===== src/design/dll_pkg.sv =====
// Shared constants, codes and helpers for the linked list engine.
// No dependencies; used only by the top level.
package dll_pkg;

   localparam int CAPACITY   = 64;
   localparam int DATA_WIDTH = 32;
   localparam int IDX_W      = $clog2(CAPACITY + 1);
   localparam int ADDR_W     = $clog2(CAPACITY);
   localparam logic [IDX_W-1:0] NULL_IDX = IDX_W'(CAPACITY);

   typedef enum logic [3:0] {
      ACT_INS_FRONT = 4'd0,
      ACT_INS_BACK  = 4'd1,
      ACT_INS_AT    = 4'd2,
      ACT_DEL_FRONT = 4'd3,
      ACT_DEL_BACK  = 4'd4,
      ACT_DEL_AT    = 4'd5,
      ACT_REVERSE   = 4'd6,
      ACT_NTH       = 4'd7,
      ACT_LAST      = 4'd8,
      ACT_SEARCH    = 4'd9,
      ACT_MIDDLE    = 4'd10,
      ACT_CLEAR     = 4'd11,
      ACT_DUMP_FWD  = 4'd12,
      ACT_DUMP_REV  = 4'd13
   } act_type;

   localparam logic [1:0] ST_OK    = 2'd0;
   localparam logic [1:0] ST_RANGE = 2'd1;
   localparam logic [1:0] ST_FULL  = 2'd2;
   localparam logic [1:0] ST_EMPTY = 2'd3;

   // Sign-extend a stored word and cut it to the 32-bit result field.
   function automatic logic [31:0] res_word(input logic [DATA_WIDTH-1:0] d);
      logic signed [DATA_WIDTH-1:0] s;
      logic signed [63:0] w;
      s = d;
      w = 64'(s);
      return w[31:0];
   endfunction

endpackage


===== src/design/doubly_linked_list_engine_top.sv =====
// Bounded doubly linked list of signed words held in three RAMs.
// Depends on dll_pkg and dll_ram.
//
//   channel   ports                       handshake
//   request   req_action/position/value   start & !busy
//   response  rsp_* fields                rsp_strobe, one cycle, no stall
//
// Front/back inserts pass through S_LINK1 and S_LINK2, front/back deletes through
// S_WALK and S_FIN; reverse and clear answer straight from S_IDLE. Positional
// actions, nth and middle walk one link per cycle, a rate set by the single read
// port of the link RAMs. Search and dumps run in S_SCAN, where a dump delivers
// one beat per cycle. Reverse flips a direction flag and swaps head and tail.
// Reset is synchronous and clears the list at once; RAM contents are don't-care.
module doubly_linked_list_engine_top (
   input  logic               clock,
   input  logic               reset,
   input  logic               start,
   output logic               busy,
   input  logic [3:0]         req_action,
   input  logic [6:0]         req_position,
   input  logic signed [31:0] req_value,
   output logic               rsp_strobe,
   output logic signed [31:0] rsp_value_res,
   output logic               rsp_found,
   output logic [1:0]         rsp_status,
   output logic [6:0]         rsp_count,
   output logic               rsp_is_empty,
   output logic               rsp_last
);

   localparam int IW = dll_pkg::IDX_W;
   localparam int AW = dll_pkg::ADDR_W;
   localparam int DW = dll_pkg::DATA_WIDTH;
   localparam int CP = dll_pkg::CAPACITY;

   typedef enum logic [5:0] {
      S_IDLE  = 6'b000001,
      S_WALK  = 6'b000010,
      S_FIN   = 6'b000100,
      S_LINK1 = 6'b001000,
      S_LINK2 = 6'b010000,
      S_SCAN  = 6'b100000
   } state_type;

   state_type        state_ff, state_in;
   dll_pkg::act_type act_ff, act_in;
   logic [DW-1:0]    val_ff, val_in;
   logic [IW-1:0]    cur_ff, cur_in;
   logic [6:0]       steps_ff, steps_in;
   logic             pend_ff, pend_in;
   logic             dir_ff, dir_in;
   logic [IW-1:0]    before_ff, before_in;
   logic [IW-1:0]    after_ff, after_in;
   logic [IW-1:0]    head_ff, head_in;
   logic [IW-1:0]    tail_ff, tail_in;
   logic [IW-1:0]    count_ff, count_in;
   logic [CP-1:0]    slot_ff, slot_in;
   logic             rev_ff, rev_in;
   logic             strobe_ff, strobe_in;
   logic [31:0]      rval_ff, rval_in;
   logic             rfound_ff, rfound_in;
   logic [1:0]       rstat_ff, rstat_in;
   logic             rlast_ff, rlast_in;

   // RAM ports
   logic [AW-1:0]    rd_addr;
   logic [DW-1:0]    data_rd;
   logic [IW-1:0]    a_rd, b_rd;
   logic             data_we;
   logic [AW-1:0]    data_wa;
   logic             nx_we, pv_we;
   logic [AW-1:0]    nx_wa, pv_wa;
   logic [IW-1:0]    nx_wd, pv_wd;
   logic             a_we, b_we;
   logic [AW-1:0]    a_wa, b_wa;
   logic [IW-1:0]    a_wd, b_wd;

   logic [IW-1:0]    lnext_rd, lprev_rd, ldir_rd, cur_now;
   logic [AW-1:0]    alloc;
   logic [DW-1:0]    vin;
   logic signed [63:0] v64;
   logic [7:0]       pos8, cnt8;

   dll_ram #(.WIDTH(DW), .DEPTH(CP)) u_data (
      .clock(clock), .we(data_we), .waddr(data_wa), .wdata(val_ff),
      .raddr(rd_addr), .rdata(data_rd));
   dll_ram #(.WIDTH(IW), .DEPTH(CP)) u_link_a (
      .clock(clock), .we(a_we), .waddr(a_wa), .wdata(a_wd),
      .raddr(rd_addr), .rdata(a_rd));
   dll_ram #(.WIDTH(IW), .DEPTH(CP)) u_link_b (
      .clock(clock), .we(b_we), .waddr(b_wa), .wdata(b_wd),
      .raddr(rd_addr), .rdata(b_rd));

   // Map logical next/prev onto the physical link RAMs by direction.
   assign lnext_rd = rev_ff ? b_rd : a_rd;
   assign lprev_rd = rev_ff ? a_rd : b_rd;
   assign ldir_rd  = dir_ff ? lprev_rd : lnext_rd;
   assign a_we = rev_ff ? pv_we : nx_we;
   assign a_wa = rev_ff ? pv_wa : nx_wa;
   assign a_wd = rev_ff ? pv_wd : nx_wd;
   assign b_we = rev_ff ? nx_we : pv_we;
   assign b_wa = rev_ff ? nx_wa : pv_wa;
   assign b_wd = rev_ff ? nx_wd : pv_wd;

   assign v64  = 64'(req_value);
   assign vin  = v64[DW-1:0];
   assign pos8 = {1'b0, req_position};
   assign cnt8 = 8'(count_ff);
   assign cur_now = pend_ff ? ldir_rd : cur_ff;

   // Lowest free slot.
   always_comb begin
      alloc = '0;
      for (int i = CP - 1; i >= 0; i--) begin
         if (!slot_ff[i]) begin
            alloc = AW'(i);
         end
      end
   end

   always_comb begin
      state_in  = state_ff;
      act_in    = act_ff;
      val_in    = val_ff;
      cur_in    = cur_ff;
      steps_in  = steps_ff;
      pend_in   = pend_ff;
      dir_in    = dir_ff;
      before_in = before_ff;
      after_in  = after_ff;
      head_in   = head_ff;
      tail_in   = tail_ff;
      count_in  = count_ff;
      slot_in   = slot_ff;
      rev_in    = rev_ff;
      strobe_in = 1'b0;
      rval_in   = '0;
      rfound_in = 1'b0;
      rstat_in  = dll_pkg::ST_OK;
      rlast_in  = 1'b1;
      rd_addr   = cur_now[AW-1:0];
      data_we   = 1'b0;
      data_wa   = alloc;
      nx_we     = 1'b0;
      nx_wa     = alloc;
      nx_wd     = after_ff;
      pv_we     = 1'b0;
      pv_wa     = alloc;
      pv_wd     = before_ff;
      case (state_ff)
         S_IDLE: begin
            if (start) begin
               act_in  = dll_pkg::act_type'(req_action);
               val_in  = vin;
               pend_in = 1'b0;
               cur_in  = head_ff;
               case (dll_pkg::act_type'(req_action))
                  dll_pkg::ACT_INS_FRONT, dll_pkg::ACT_INS_BACK: begin
                     if (count_ff == IW'(CP)) begin
                        strobe_in = 1'b1;
                        rstat_in  = dll_pkg::ST_FULL;
                     end else if (req_action == 4'(dll_pkg::ACT_INS_FRONT)) begin
                        before_in = dll_pkg::NULL_IDX;
                        after_in  = head_ff;
                        state_in  = S_LINK1;
                     end else begin
                        before_in = tail_ff;
                        after_in  = dll_pkg::NULL_IDX;
                        state_in  = S_LINK1;
                     end
                  end
                  dll_pkg::ACT_INS_AT: begin
                     if (pos8 == 8'd0 || pos8 > cnt8 + 8'd1) begin
                        strobe_in = 1'b1;
                        rstat_in  = dll_pkg::ST_RANGE;
                     end else if (count_ff == IW'(CP)) begin
                        strobe_in = 1'b1;
                        rstat_in  = dll_pkg::ST_FULL;
                     end else if (pos8 == 8'd1) begin
                        before_in = dll_pkg::NULL_IDX;
                        after_in  = head_ff;
                        state_in  = S_LINK1;
                     end else begin
                        steps_in = req_position - 7'd2;
                        state_in = S_WALK;
                     end
                  end
                  dll_pkg::ACT_DEL_FRONT, dll_pkg::ACT_DEL_BACK, dll_pkg::ACT_LAST: begin
                     if (count_ff == '0) begin
                        strobe_in = 1'b1;
                        rstat_in  = dll_pkg::ST_EMPTY;
                     end else begin
                        if (req_action != 4'(dll_pkg::ACT_DEL_FRONT)) begin
                           cur_in = tail_ff;
                        end
                        steps_in = '0;
                        state_in = S_WALK;
                     end
                  end
                  dll_pkg::ACT_DEL_AT, dll_pkg::ACT_NTH: begin
                     if (count_ff == '0) begin
                        strobe_in = 1'b1;
                        rstat_in  = dll_pkg::ST_EMPTY;
                     end else if (pos8 == 8'd0 || pos8 > cnt8) begin
                        strobe_in = 1'b1;
                        rstat_in  = dll_pkg::ST_RANGE;
                     end else begin
                        steps_in = req_position - 7'd1;
                        state_in = S_WALK;
                     end
                  end
                  dll_pkg::ACT_MIDDLE: begin
                     if (count_ff == '0) begin
                        strobe_in = 1'b1;
                        rstat_in  = dll_pkg::ST_EMPTY;
                     end else begin
                        steps_in = 7'(count_ff >> 1);
                        state_in = S_WALK;
                     end
                  end
                  dll_pkg::ACT_REVERSE: begin
                     rev_in    = !rev_ff;
                     head_in   = tail_ff;
                     tail_in   = head_ff;
                     strobe_in = 1'b1;
                  end
                  dll_pkg::ACT_SEARCH: begin
                     dir_in   = 1'b0;
                     state_in = S_SCAN;
                  end
                  dll_pkg::ACT_CLEAR: begin
                     slot_in   = '0;
                     head_in   = dll_pkg::NULL_IDX;
                     tail_in   = dll_pkg::NULL_IDX;
                     count_in  = '0;
                     strobe_in = 1'b1;
                  end
                  dll_pkg::ACT_DUMP_FWD, dll_pkg::ACT_DUMP_REV: begin
                     if (count_ff == '0) begin
                        strobe_in = 1'b1;
                        rstat_in  = dll_pkg::ST_EMPTY;
                     end else begin
                        dir_in   = (req_action == 4'(dll_pkg::ACT_DUMP_REV));
                        cur_in   = (req_action == 4'(dll_pkg::ACT_DUMP_REV)) ? tail_ff
                                                                            : head_ff;
                        state_in = S_SCAN;
                     end
                  end
                  default: begin
                     strobe_in = 1'b1;
                     rstat_in  = dll_pkg::ST_RANGE;
                  end
               endcase
            end
         end
         S_WALK: begin
            // Chain the read address straight from the returned next link.
            cur_in  = cur_now;
            dir_in  = 1'b0;
            pend_in = 1'b1;
            if (steps_ff == '0) begin
               pend_in  = 1'b0;
               state_in = S_FIN;
            end else begin
               steps_in = steps_ff - 7'd1;
            end
         end
         S_FIN: begin
            state_in = S_IDLE;
            case (act_ff)
               dll_pkg::ACT_INS_AT: begin
                  before_in = cur_ff;
                  after_in  = lnext_rd;
                  state_in  = S_LINK1;
               end
               dll_pkg::ACT_DEL_FRONT, dll_pkg::ACT_DEL_BACK, dll_pkg::ACT_DEL_AT: begin
                  // Unlink cur: prev.next = next, next.prev = prev.
                  nx_wa = lprev_rd[AW-1:0];
                  nx_wd = lnext_rd;
                  pv_wa = lnext_rd[AW-1:0];
                  pv_wd = lprev_rd;
                  if (lprev_rd != dll_pkg::NULL_IDX) begin
                     nx_we = 1'b1;
                  end else begin
                     head_in = lnext_rd;
                  end
                  if (lnext_rd != dll_pkg::NULL_IDX) begin
                     pv_we = 1'b1;
                  end else begin
                     tail_in = lprev_rd;
                  end
                  slot_in[cur_ff[AW-1:0]] = 1'b0;
                  count_in  = count_ff - IW'(1);
                  strobe_in = 1'b1;
               end
               default: begin
                  rval_in   = dll_pkg::res_word(data_rd);
                  strobe_in = 1'b1;
               end
            endcase
         end
         S_LINK1: begin
            data_we  = 1'b1;
            nx_we    = 1'b1;
            pv_we    = 1'b1;
            state_in = S_LINK2;
         end
         S_LINK2: begin
            nx_wa = before_ff[AW-1:0];
            nx_wd = IW'(alloc);
            pv_wa = after_ff[AW-1:0];
            pv_wd = IW'(alloc);
            if (before_ff != dll_pkg::NULL_IDX) begin
               nx_we = 1'b1;
            end else begin
               head_in = IW'(alloc);
            end
            if (after_ff != dll_pkg::NULL_IDX) begin
               pv_we = 1'b1;
            end else begin
               tail_in = IW'(alloc);
            end
            slot_in[alloc] = 1'b1;
            count_in  = count_ff + IW'(1);
            strobe_in = 1'b1;
            state_in  = S_IDLE;
         end
         S_SCAN: begin
            cur_in  = cur_now;
            pend_in = 1'b1;
            if (act_ff == dll_pkg::ACT_SEARCH) begin
               if (pend_ff && data_rd == val_ff) begin
                  strobe_in = 1'b1;
                  rfound_in = 1'b1;
                  state_in  = S_IDLE;
               end else if (cur_now == dll_pkg::NULL_IDX) begin
                  strobe_in = 1'b1;
                  state_in  = S_IDLE;
               end
            end else begin
               // Emit one beat per node as its data returns.
               if (pend_ff) begin
                  strobe_in = 1'b1;
                  rval_in   = dll_pkg::res_word(data_rd);
                  rlast_in  = (cur_now == dll_pkg::NULL_IDX);
               end
               if (cur_now == dll_pkg::NULL_IDX) begin
                  state_in = S_IDLE;
               end
            end
         end
         default: begin
            state_in = S_IDLE;
         end
      endcase
   end

   always_ff @(posedge clock) begin
      if (reset) begin
         state_ff  <= S_IDLE;
         head_ff   <= dll_pkg::NULL_IDX;
         tail_ff   <= dll_pkg::NULL_IDX;
         count_ff  <= '0;
         slot_ff   <= '0;
         rev_ff    <= 1'b0;
         strobe_ff <= 1'b0;
         pend_ff   <= 1'b0;
      end else begin
         state_ff  <= state_in;
         head_ff   <= head_in;
         tail_ff   <= tail_in;
         count_ff  <= count_in;
         slot_ff   <= slot_in;
         rev_ff    <= rev_in;
         strobe_ff <= strobe_in;
         pend_ff   <= pend_in;
      end
      act_ff    <= act_in;
      val_ff    <= val_in;
      cur_ff    <= cur_in;
      steps_ff  <= steps_in;
      dir_ff    <= dir_in;
      before_ff <= before_in;
      after_ff  <= after_in;
      rval_ff   <= rval_in;
      rfound_ff <= rfound_in;
      rstat_ff  <= rstat_in;
      rlast_ff  <= rlast_in;
   end

   assign busy          = (state_ff != S_IDLE);
   assign rsp_strobe    = strobe_ff;
   assign rsp_value_res = rval_ff;
   assign rsp_found     = rfound_ff;
   assign rsp_status    = rstat_ff;
   assign rsp_count     = 7'(count_ff);
   assign rsp_is_empty  = (count_ff == '0);
   assign rsp_last      = rlast_ff;

`ifndef SYNTH
   a_count_range: assert property (@(posedge clock) disable iff (reset)
      count_ff <= IW'(CP))
      else $error("entry count above capacity");
   a_empty_head: assert property (@(posedge clock) disable iff (reset)
      count_ff == '0 |-> head_ff == dll_pkg::NULL_IDX && tail_ff == dll_pkg::NULL_IDX)
      else $error("empty list with a live head or tail");
   a_full_flag: assert property (@(posedge clock) disable iff (reset)
      rsp_strobe && rsp_status == dll_pkg::ST_FULL |-> count_ff == IW'(CP))
      else $error("full status on a list that is not full");
   a_slots: assert property (@(posedge clock) disable iff (reset)
      $countones(slot_ff) == int'(count_ff))
      else $error("slot map disagrees with entry count");
`endif

endmodule


===== src/design/dll_ram.sv =====
// Generic single-write, single-read RAM with a registered read port.
// No dependencies.
module dll_ram #(
   parameter int WIDTH = 8,
   parameter int DEPTH = 64
) (
   input  logic                     clock,
   input  logic                     we,
   input  logic [$clog2(DEPTH)-1:0] waddr,
   input  logic [WIDTH-1:0]         wdata,
   input  logic [$clog2(DEPTH)-1:0] raddr,
   output logic [WIDTH-1:0]         rdata
);

   logic [WIDTH-1:0] mem_ff [DEPTH];

   always_ff @(posedge clock) begin
      if (we) begin
         mem_ff[waddr] <= wdata;
      end
      rdata <= mem_ff[raddr];
   end

endmodule

===== config.mk =====
export PLATFORM = sky130hd
export DESIGN_NAME = doubly_linked_list_engine_top
export DESIGN_NICKNAME = d
export VERILOG_FILES = /design/src/design/dll_pkg.sv /design/src/design/doubly_linked_list_engine_top.sv /design/src/design/dll_ram.sv
export SDC_FILE = /design/constraint.sdc
export NUM_CORES = 2
export LEC_CHECK = 0
export BUFFER_PORTS_ARGS = -buffer_cell sky130_fd_sc_hd__buf_4
export CORE_ASPECT_RATIO = 0.9
export CORE_MARGIN = 3
export CORE_UTILIZATION = 45
export DETAILED_ROUTE_END_ITERATION = 8
export SLEW_MARGIN = 20
export SYNTH_ARGS = -nofsm -noshare
export SYNTH_HDL_FRONTEND = slang
export SYNTH_SLANG_ARGS = --single-unit

===== constraint.sdc =====
create_clock -name clock -period 6.25 [get_ports clock]
set_clock_uncertainty 0.15 [all_clocks]
set_input_delay 0.9375 -clock clock [delete_from_list [all_inputs] [get_ports clock]]
set_output_delay 0.9375 -clock clock [all_outputs]
set_load 0.02 [all_outputs]

* Word level (Yosys, flattened, before mapping)
Memory sizes are Yosys's and may differ from the RTL's. A register that Yosys moved wholly into a read port is not among the register bits.
Cells that the tools add are included.
** Storage, ports and cells
- Output and inout port bits :: 46
- Flip-flop bits (word level) :: 195
- Memories kept :: 3
- Logic and storage cells :: 341
- RAM bits :: 2944
- Input port bits :: 46
** Operators by class
- Equality and inequality tests :: 60
- Reduce and logical (&&, ||, !) cells :: 38
- Bitwise logic cells :: 5
- Magnitude comparators :: 6
- Multiplexer cells :: 204
- Add/subtract/negate cells :: 6
** Memories
- u_data.mem_ff :: depth 64, bits a word 32, read ports 1, clocked after memory_dff 1, wr ports 1, line dll_ram.sv:15 : logic [WIDTH-1:0] mem_ff [DEPTH];
- u_link_a.mem_ff :: depth 64, bits a word 7, read ports 1, clocked after memory_dff 1, wr ports 1, line dll_ram.sv:15
- u_link_b.mem_ff :: depth 64, bits a word 7, read ports 1, clocked after memory_dff 1, wr ports 1, line dll_ram.sv:15
** Operator list (count)
- 6-bit two-way mux :: 80
- 7-bit two-way mux :: 47
- 64-bit two-way mux :: 3
- 64-bit case mux with 3 select lines :: 1
- 7-bit case mux with 2 select lines :: 11
- 32-bit two-way mux :: 3
- 64-bit bitwise AND :: 1
- 64-bit inverter :: 1
- 64-bit OR :: 1
- 32-bit case mux with 2 select lines :: 1
- 7-bit case mux with 3 select lines :: 3
- 6-bit case mux with 6 select lines :: 1
- 1-bit two-way mux :: 34
- 3-bit inequality test (second input constant) :: 11
- 32-bit == test :: 1
- 6-bit case mux with 5 select lines :: 1
- 4-bit == test (second input constant) :: 7
- 7-bit inequality test (second input constant) :: 4
- 7-bit case mux with 4 select lines :: 1
- 4-bit by 3-bit == test with 1-bit output (second input constant) :: 6
- 6-bit case mux with 2 select lines :: 2
- 7-bit by 1-bit subtractor with 7-bit output (second input constant) :: 3
- 4-bit by 2-bit == test with 1-bit output (second input constant) :: 4
- 2-bit inequality test (second input constant) :: 8
- other kinds (50) :: 84

* Logic depth before layout (Yosys ltp)
- Word-level depth :: 70
- Mapped depth :: 14
- Mapped depth without buffers :: 12

* By module
Synthesis repeated with hierarchy kept, for this count alone.
** Unflattened totals
- Cells, all modules :: 6571
- Area, all modules :: 126234.8 sq um
** By module, submodules not included
- dll_ram (u_data) :: times used 1, cells an instance 3511, seq. area each 62139.6 sq um, area each 79039.6 sq um
- dll_ram (u_link_a) :: times used 1, cells an instance 837, seq. area each 13593.0 sq um, area each 17673.2 sq um
- dll_ram (u_link_b) :: times used 1, cells an instance 827, seq. area each 13593.0 sq um, area each 17635.7 sq um
- doubly_linked_list_engine_top :: times used 1, cells an instance 1396, seq. area each 4554.4 sq um, area each 11886.4 sq um

* Worst setup path after synthesis
Ideal clock, no wire load.
- Path kind :: flip-flop to flip-flop
- Start :: register rev_ff
- End :: memory u_link_b.mem_ff[0][5] (netlist bit) (data pin)
- Clock period less this slack :: 5310 ps
- Library setup time :: 701 ps
- Setup slack :: 940 ps
- Stages on the path, launching flop included :: 8
- Arrival :: 4459 ps
- Path through :: dfxtp_1 buf_4 buf_1 clkbuf_1 clkbuf_1 clkbuf_1 nor2_1 o21ai_0
** On the way
- Longest elaborated chain between the ends :: 4
** RTL lines
- from (decl) :: line doubly_linked_list_engine_top.sv:58 : logic rev_ff, rev_in;
- from (signal assigned) :: line doubly_linked_list_engine_top.sv:374 : rev_ff <= rev_in;
- 7-bit two-way mux, on equally long branches :: line doubly_linked_list_engine_top.sv:96, doubly_linked_list_engine_top.sv:95
- 7-bit two-way mux :: line doubly_linked_list_engine_top.sv:270 : case (act_ff)
- 7-bit case mux with 2 select lines :: line doubly_linked_list_engine_top.sv:150 : case (state_ff)
- 7-bit two-way mux (*) :: line doubly_linked_list_engine_top.sv:103 : assign b_wd = rev_ff ? nx_wd : pv_wd;
- named net b_wd[5] :: line doubly_linked_list_engine_top.sv:76 : logic [IW-1:0] a_wd, b_wd;
- to (decl) :: line dll_ram.sv:15
Mark *: on every way through the listed nets, which the timed path passes. The rest lies on a longest branch.

* Final worst setup path
- Start :: register state_ff[5]
- End :: memory u_link_b.mem_ff[2][3] (netlist bit) (enable)
** On the way
- Longest elaborated chain between the ends :: 5
** RTL lines
- from (decl) :: line doubly_linked_list_engine_top.sv:45 : state_type state_ff, state_in;
- from (signal assigned) :: line doubly_linked_list_engine_top.sv:369 : state_ff <= state_in;
- 6-bit by 5-bit == test with 1-bit output (tied with other cells) :: line doubly_linked_list_engine_top.sv:150
- 1-bit case mux with 3 select lines :: line doubly_linked_list_engine_top.sv:150
- 1-bit two-way mux :: line doubly_linked_list_engine_top.sv:101 : assign b_we = rev_ff ? nx_we : pv_we;
- 1-bit two-way mux :: line dll_ram.sv:18 : if (we) begin
- 1-bit two-way mux (not written as such) :: line dll_ram.sv:19 : mem_ff[waddr] <= wdata;
Parallel ways exist; a longest one is shown, timed or not.

==> run_results.csv <==
group,metric,value,unit
cts,cts-root-buf,"clkbuf_16",
synthesis,syn_nets,6440,
cts,cts-buffers-inserted,328,
placement,io_buffers,91,
synthesis,yosys_warnings,0,
synthesis,synth_mux_area_share,13.55,%
sta,tightest_slew,1203,ps
routing,drt_iter0_markers,8741,
power_and_ir_drop,power.clock.fraction,39.1,%
synthesis,synth_simple_gate_area_share,2.988,%
routing,detail_route.wl_per_cell,32.28,um
setup_path,crit_type,"reg2reg",
synthesis,ys_top_cells_by_area,"edfxtp_1 (72%), mux4_2 (13%), dfxtp_1 (2.8%), a22oi_1 (2.3%), a21oi_1 (1.5%)",
synthesis,yosysMostFrequentCell,"edfxtp_1",
setup_path,slowest_delay,890,ps
power_and_ir_drop,switching_share,24.37,%
sta,max-slew-margin-rel,19.42,%
synthesis,netlist_top_cells_count,"edfxtp_1 (3009), mux4_2 (736), a22oi_1 (380), a21oi_1 (377), clkbuf_1 (210)",
floorplan,die-width,561.8,um
synthesis,synth.avg_cell_area,19.66,sq um
cells_and_area,layout.nets,6818,
power_and_ir_drop,comb_power_share,11.9,%
sta,drv_slew,0,
routing,drt_pass1_iterations,8,
global_route,grt_overflow,0,
setup_path,crit_chain,"or4_4 -> nor3b_4 -> inv_2 -> buf_4 -> a31oi_1 -> o21ai_2 -> mux2i_4 -> and2_1 -> o21ai_1 -> a211oi_1",
sta,setup_violations,0,
sta,rsz0062_at_grt,"false",
floorplan,initial_core_util,45.27,%
global_route,groute.usage.overall,23.92,%
synthesis,syn_area,0.1251,sq mm
setup_path,critPathMaxFanout,21,
setup_path,timing.critical_path.buf_inv,2,
outcome,outcome,"finished, final reports clean",
setup_path,crit_required,6600,ps
power_and_ir_drop,p_switching,11980,uW
sta,layout_min_cycle_time,4855,ps
synthesis,ys_ff_latch,3185,
cells_and_area,syn_to_final_growth,14.50,%
floorplan,die_h,506.2,um
sta,finalCritPeriodShare,77.68,%
routing,antenna_left,0,
synthesis,synth_top_cell_by_area,"edfxtp_1",
synthesis,async_flop_share,0,%
routing,vias,67110,
power_and_ir_drop,power_density,343.1,mW/mm^2
cells_and_area,n_fill_cell,21790,
cts,cts_tree,"done",
synthesis,ys_types,91,
synthesis,synth-compound-area-share,6.205,%
cts,clock_latency,890,ps
synthesis,syn_inst,6365,
setup_path,critPathLaunchType,"flop",
global_route,grt_pass1_wl,490300,um
setup_path,cp-end-kind,"flop",
power_and_ir_drop,power.leakage,0.04396,uW
synthesis,synth_seq_area_share,75.03,%
global_route,antenna_found_initial,18,
cts,cts_setup_buffers,0,
cts,htreeDepth,5,
power_and_ir_drop,pwr-share-seq,48.9,%
placement,dp_hpwl,206700,um
power_and_ir_drop,vdd_drop_max,0.2747,mV
hold_path,hold_class,"in2reg",
power_and_ir_drop,p_int,37170,uW
cts,path_clk_slew,60,ps
synthesis,synth-edff-count,3009,
global_route,grt_max_degree,113,
sta,setup_tns,0,ps
cts,post_cts_resized,0,
routing,via_per_inst,6.269,
run,drv_cap,0,
synthesis,netlist.area_leader.share,72.21,%
synthesis,synth_top_family_by_area,"multiplexers",
sta,final-hold-violation-count,0,
routing,drc,0,
routing,wl,345600,um
global_route,grt_pass1_vias,66040,
setup_path,slowest_stage,"a211oi_1",
cells_and_area,final_layout_size_suffix_gt1_share,26.19,%
cts,cts_sinks,3185,
setup_path,cp.arrival,5200,ps
floorplan,dieArea,0.2844,sq mm
synthesis,synth_adder_area_share,0.2960,%
cts,cts_hold_buf,0,
floorplan,pin_count,92,
sta,max_freq,0.2060,GHz
floorplan,coreArea,0.2764,sq mm
placement,gp_congestion,0.9437,
setup_path,critical_path.top_delay_family,"compound AO/OA/AOI/OAI gates",
synthesis,synth_ff_type,"edfxtp_1",
cts,clockBufferDepth,4,
power_and_ir_drop,power.total,49150,uW
floorplan,rows,183,
synthesis,synthXorXnorAreaFrac,0.4000,%
==> cell type report <==
type	count	area (sq um)	share of cell area, %
antenna	13	32.53	0.02271
clock buffer	419	8815	6.152
clock inverter	160	1658	1.157
inverter	41	153.9	0.1074
multi-input combinational	2745	30170	21.06
sequential	3185	93880	65.53
tap	3700	4629	3.231
timing repair buffer	442	3931	2.744
==> through the flow <==
stage	setup WS [ps]	cells	utilization (%)	hold WS [ps]	instance area, sq um
3_5_place_dp	1338	10110	47.97	336.9	132600
4_1_cts	1320	10690	51.76	28.13	143100
2_1_floorplan	939.8	6365	-	300.1	125100
3_3_place_gp	1489	10100	47.89	328.5	132400
6_report	1395	10710	51.84	102.1	143300
5_1_grt	1196	10690	51.83	48.06	143200
==> kinds of logic (layout without fill, tap and decap cells) <==
kind of cell,count (synthesis),after routing
fa+ha+maj,29,29
compound gates,1180,1180
mux,770,770
flops,3185,3185
other cells,0,13
simple gates,711,711
buf+inv,435,1062
xor+xnor,55,55
==> cell usage in the layout (no fill, tap or decap), types with 13 or more instances in the layout <==
master / instances
buf_12: 42
xor2_1: 14
clkinv_1: 57
a21o_1: 25
a211oi_2: 42
buf_4: 395
or2_2: 14
or4_1: 50
o21a_1: 15
diode_2: 13
nand2b_1: 15
a21oi_1: 374
nor3_1: 56
nand2_1: 121
clkbuf_8: 18
a22oi_1: 380
o211ai_1: 26
ha_1: 28
nand4_1: 41
o21ai_0: 80
dfxtp_1: 175
clkinv_2: 43
and3_1: 14
nor2_1: 106
xnor2_1: 40
mux2i_1: 23
edfxtp_1: 3009
clkbuf_1: 69
nor2b_1: 18
a211oi_1: 104
inv_1: 39
nor2_4: 69
nand3_1: 71
mux4_2: 736
bufinv_16: 28
and2_1: 45
clkbuf_16: 332
a31oi_1: 38
==> path summary, 6_finish.rpt <==
kind                                      to                     start  depth (start not counted)  slack (ps)
max reg2reg  u_link_b.mem_ff[2][3]$_DFFE_PP_  state_ff[5]$_SDFFE_PP0P_                         10        1400
min                      val_ff[9]$_DFFE_PP_              req_value[9]                          1         100
max          u_link_b.mem_ff[2][3]$_DFFE_PP_  state_ff[5]$_SDFFE_PP0P_                         10        1400
min reg2reg          head_ff[4]$_SDFFE_PP0P_   head_ff[4]$_SDFFE_PP0P_                          2         350
==> power groups by stage <==
stage | sequential, uW | combinational, uW | clock [uW]
final | 24000 | 5870 | 19200
after floorplan | 24300 | 3700 | 0
after global placement | 24500 | 5800 | 0
after CTS | 24000 | 5900 | 19600
after global routing | 24000 | 6200 | 20400
after detailed placement | 24500 | 5880 | 0
==> registers in the layout (all words and copies together), names as in the netlist, 32 cells and up <==
| signal | count |
|---|---|
| rsp_value_res | 32 |
| u_link_a.mem_ff | 448 |
| u_data.rdata | 32 |
| u_link_b.mem_ff | 448 |
| u_data.mem_ff | 2048 |
| val_ff | 32 |
| slot_ff | 64 |
==> metal layers <==
layer  global-route usage [%]  vias up  share of wire (%)
met1                    35.92    35630                 42
met2                    35.32     3439                 45
met4                    6.436        4                2.8
li1                         -    27510                  -
met3                    5.570      531                 10
met5                        0        -             0.0069
Power figures use the tool's default switching activity.
